==> config.mk <==
export PLATFORM = sky130hd
export DESIGN_NAME = iqed_ctrl
export DESIGN_NICKNAME = d
export VERILOG_FILES = /design/src/rtl/core/iqed_pkg.sv /design/src/rtl/core/iqed_ctrl.sv
export SDC_FILE = /design/constraint.sdc
export NUM_CORES = 1
export LEC_CHECK = 0
export BUFFER_PORTS_ARGS = -buffer_cell sky130_fd_sc_hd__clkbuf_2
export CAP_MARGIN = 15
export CORE_AREA = 4 4 41 43
export DETAILED_ROUTE_END_ITERATION = 16
export DIE_AREA = 0 0 45 47
export SYNTH_ARGS = -nofsm -noshare
export SYNTH_HDL_FRONTEND = slang
export SYNTH_SLANG_ARGS = --single-unit
==> constraint.sdc <==
create_clock -name clock -period 1.7 [get_ports clock]
set_clock_uncertainty 0.05 [all_clocks]
set_input_delay 0.17 -clock clock [delete_from_list [all_inputs] [get_ports clock]]
set_output_delay 0.17 -clock clock [all_outputs]
set_load 0.005 [all_outputs]
==> src/rtl/core/iqed_pkg.sv <==
package iqed_pkg;

   // Controller states.
   typedef enum logic [2:0] {
      ST_LOAD,
      ST_MAG_READ,
      ST_MAG_START,
      ST_MAG_ROOT,
      ST_DIVIDE,
      ST_OUT_READ,
      ST_OUT_SEND
   } state_type;

   // Commands from the controller to the datapath.
   typedef struct packed {
      logic load;        // store the accepted sample, update minima
      logic clear_ptr;   // reset the pass pointer
      logic start_root;  // launch a square root on the read sample
      logic root_ok;     // accumulate finished root, store magnitude
      logic start_div;   // launch the mean division
      logic next_ptr;    // advance the pass pointer
      logic out_load;    // capture a result into the output register
   } cmd_type;

   // Status from the datapath to the controller.
   typedef struct packed {
      logic full;        // this load fills the store
      logic root_done;
      logic div_done;
      logic ptr_last;    // pass pointer is on the last stored sample
   } status_type;

endpackage

==> src/rtl/core/iqed_ctrl.sv <==
module iqed_ctrl import iqed_pkg::*; (
   input  logic       clock,
   input  logic       reset,
   input  logic       req_valid,
   input  logic       req_final,
   input  logic       rsp_busy,
   input  logic       rsp_ready,
   output logic       req_ready,
   output logic       last_flag,
   input  status_type status,
   output cmd_type    cmd
);
   state_type state_ff, state_in;

   // State register.
   always_ff @(posedge clock) begin
      if (reset) begin
         state_ff <= ST_LOAD;
      end else begin
         state_ff <= state_in;
      end
   end

   // Next state and commands.
   always_comb begin
      state_in  = state_ff;
      cmd       = '0;
      req_ready = 1'b0;
      last_flag = 1'b0;
      case (state_ff)
         ST_LOAD: begin
            req_ready = 1'b1;
            if (req_valid) begin
               cmd.load = 1'b1;
               if (req_final || status.full) begin
                  cmd.clear_ptr = 1'b1;
                  state_in = ST_MAG_READ;
               end
            end
         end
         ST_MAG_READ: begin
            // The sample stores register their read, so the addressed entry appears in the next state.
            state_in = ST_MAG_START;
         end
         ST_MAG_START: begin
            cmd.start_root = 1'b1;
            state_in = ST_MAG_ROOT;
         end
         ST_MAG_ROOT: begin
            if (status.root_done) begin
               cmd.root_ok = 1'b1;
               if (status.ptr_last) begin
                  cmd.start_div = 1'b1;
                  cmd.clear_ptr = 1'b1;
                  state_in = ST_DIVIDE;
               end else begin
                  cmd.next_ptr = 1'b1;
                  state_in = ST_MAG_READ;
               end
            end
         end
         ST_DIVIDE: begin
            if (status.div_done) begin
               state_in = ST_OUT_READ;
            end
         end
         ST_OUT_READ: begin
            state_in = ST_OUT_SEND;
         end
         ST_OUT_SEND: begin
            if (!rsp_busy || rsp_ready) begin
               cmd.out_load = 1'b1;
               last_flag = status.ptr_last;
               if (status.ptr_last) begin
                  state_in = ST_LOAD;
               end else begin
                  cmd.next_ptr = 1'b1;
                  state_in = ST_OUT_READ;
               end
            end
         end
         default: state_in = ST_LOAD;
      endcase
   end

`ifndef SYNTHESIS
   a_no_load_busy: assert property (@(posedge clock) disable iff (reset)
      state_ff != ST_LOAD |-> !cmd.load) else $error("load outside load state");
   a_div_after_roots: assert property (@(posedge clock) disable iff (reset)
      cmd.start_div |=> state_ff == ST_DIVIDE) else $error("divide not entered");
   a_out_hold: assert property (@(posedge clock) disable iff (reset)
      cmd.out_load |-> state_ff == ST_OUT_SEND) else $error("stray output load");
`endif
endmodule

==> impl_metrics.toml <==
[pwr]
p_leak_nw = 0.197
p_seq_share_pct = 32.3
power.share.clock_pct = 42.2
combPwrFrac_pct = 25.5
vdd_drop_max_mv = 0.279
power_switching_mw = 0.0864
p_per_area_mw_per_mm2 = 738
p_int_mw = 0.205
p_sw_share_pct = 29.6

[logic_synthesis]
async_flop_share_pct = 0
ys_seq_area_share_pct = 22.1
synth_ff_type = "dfxtp_1"
synth_fp_nets = 50
yosysUniqueCellTypes = 21
syn_area_um2 = 272
avgSynthCellArea_um2 = 6.79
synth.ff_latch_count = 3
synth_edf_count = 0
yosysWarnings = 0
postSynthCellCount = 40

[clock_network]
cts_tree = "yes"
cts_made_buffers = 3
cts_buffer_depth = 2
h-tree-depth = 1
cts.sinks = 3
clk_pin_slew_ps = 40
root_buffer = "clkbuf_4"
clk_latency_ps = 230

[final_layout]
final_common_cell = "clkbuf_2"
fin_cells = 75
fill_cells = 154
multiInputGateArea_um2 = 191
areaGrowthSynthToFinish_pct = 45.6
seq_area_um2 = 61.3
drive_gt1_share_pct = 41.7
largest_reg_flops = 3
diodes = 0
reg_top3 = "state_ff: 3 flops"
finalNetCount = 71
regMostFlops = "state_ff"
layout_common_cells = "clkbuf_2, nor2_1, nand2_1, a21oi_1, clkbuf_4"

[setup_path]
crit_arrival_ps = 1290
cpMostUsedCell = "nand2_1"
start_kind = "register"
slowest_stage = "dfxtp_1"
crit_path_end_kind = "output port"
path_cells = "nand2b_1, nor2_1, nand2_1, nand2_1, clkbuf_2"
cp.required_ps = 1480
rr_startpoint = "state_ff[1]"
crit_family = "flip-flops"
worst-path-buf-inv = 1
cp_max_fo = 11
max_stage_delay_ps = 500
crit_type = "register to output port"
critical_path.startpoint = "state_ff[1]"

[drt]
firstDrtPassIters = 4
drt-total-wl_um = 784
avgRoutedWirePerCell_um = 10.5
vias_per_cell = 4.65
drt_drc_violations_left = 0
first_iter_violations = 3
vias = 349
ant_nets = 0

[run_status]
status = "finished clean"

[placed_design]
port_buffers = 18
dpl.cell_count = 71
place_congestion = 0.661
dp_hpwl_um = 662

[timing]
fin_crit_sh_pct = 88.7
whs_ps = 87.1
max_freq_mhz = 664
min_period_ps = 1510
hold_violations = 0
tightest_slew_ps = 325
relSlewSlack_pct = 78.3
timing.setup.tns_ps = 0
rsz0062_at_grt = "false"
drv_slew = 0
setup_viol = 0

[global_routing]
grt.total_usage_pct = 9.15
grt_pass1_vias = 323
antenna_found_initial = 0
grt_pass1_wl_um = 1390
grt_max_degree = 12
grt_overflow = 0

[floorplan]
dieArea_mm2 = 0.00212
die_h_um = 47
boundaryPins = 19
core_mm2 = 0.00130
fp.dieW_um = 45
start_util_pct = 20.9
row_count = 13

[hold_path]
holdCritStartpoint = "reset"
hold_path.class = "primary input to register"

[job]
drv_cap = 0
## routing by layer
layer | vias to the layer above | track usage, % | share of wire, %
li1 | 182 | - | -
met1 | 153 | 10.6 | 42
met2 | 14 | 15.0 | 50
met3 | 0 | 4.98 | 8.5
met4 | 0 | 1.75 | 0
met5 | - | 0 | 0
## layout make-up
| class | count | area share, % |
|---|---|---|
| multi-input combinational | 33 | 48.4 |
| timing repair buffer | 18 | 22.8 |
| sequential | 3 | 15.5 |
| clock buffer | 4 | 6.65 |
| tap | 15 | 4.75 |
| inverter | 2 | 1.90 |
## what timing repair did
item                                    4_1_cts  5_1_grt
endpoints found under the setup margin        0        1
buffers inserted                              0        0
gates resized for setup                       0        2
endpoints found under the hold margin         0        0
hold buffers                                  0        0
## synthesized netlist by cell type, types with 2 or more instances
cell type  number  area share, %
a21oi_1         4            7.4
and2_1          2            4.6
buf_4           2            5.5
dfxtp_1         3             22
inv_1           2            2.8
nand2_1         4            5.5
nand2b_1        2            4.6
nor2_1          6            8.3
o21ai_0         2            3.7
o21ai_1         2            3.7
## worst reg2reg max path, delay by kind of cell (launching register included)
kind,cells,cell delay [ps]
AND/OR/NAND/NOR,2,510
AO/OA/AOI/OAI,1,130
flip-flops,1,500
## power groups by stage
stage / clock [mW] / sequential [mW] / combinational (mW)
floorplan: 0 / 0.0808 / 0.0592
global placement: 0 / 0.0937 / 0.0740
detailed placement: 0 / 0.0933 / 0.0749
CTS: 0.127 / 0.0927 / 0.0754
global route: 0.147 / 0.0963 / 0.0848
finish: 0.123 / 0.0943 / 0.0744
## per-stage QoR
| stage | util [%] | total power [mW] | instance area [µm²] | worst slack [ps] |
|---|---|---|---|---|
| finish | 30.4 | 0.292 | 395 | 193 |
| floorplan | - | 0.140 | 272 | 529 |
| detailed placement | 28.1 | 0.168 | 365 | 333 |
| CTS | 30.1 | 0.296 | 392 | 65.7 |
| global placement | 28.1 | 0.168 | 365 | 341 |
| global route | 30.4 | 0.328 | 395 | 20.6 |
## cell families (layout without fill, tap and decap cells)
| kind of cell | after synthesis | after routing | share of synthesized area [%] |
|---|---|---|---|
| flops | 3 | 3 | 22.1 |
| compound gates | 13 | 13 | 29.0 |
| buf+inv | 4 | 24 | 8.29 |
| simple gates | 20 | 20 | 40.6 |
## path summary, 6_finish.rpt
path	end	slack, ps	depth (start not counted)
worst max register to register	state_ff[0]	440	3
worst min-delay path	state_ff[0]	90	2
worst min register to register	state_ff[2]	500	2
worst max-delay path	cmd[5]	190	5
Power figures use the tool's default switching activity.
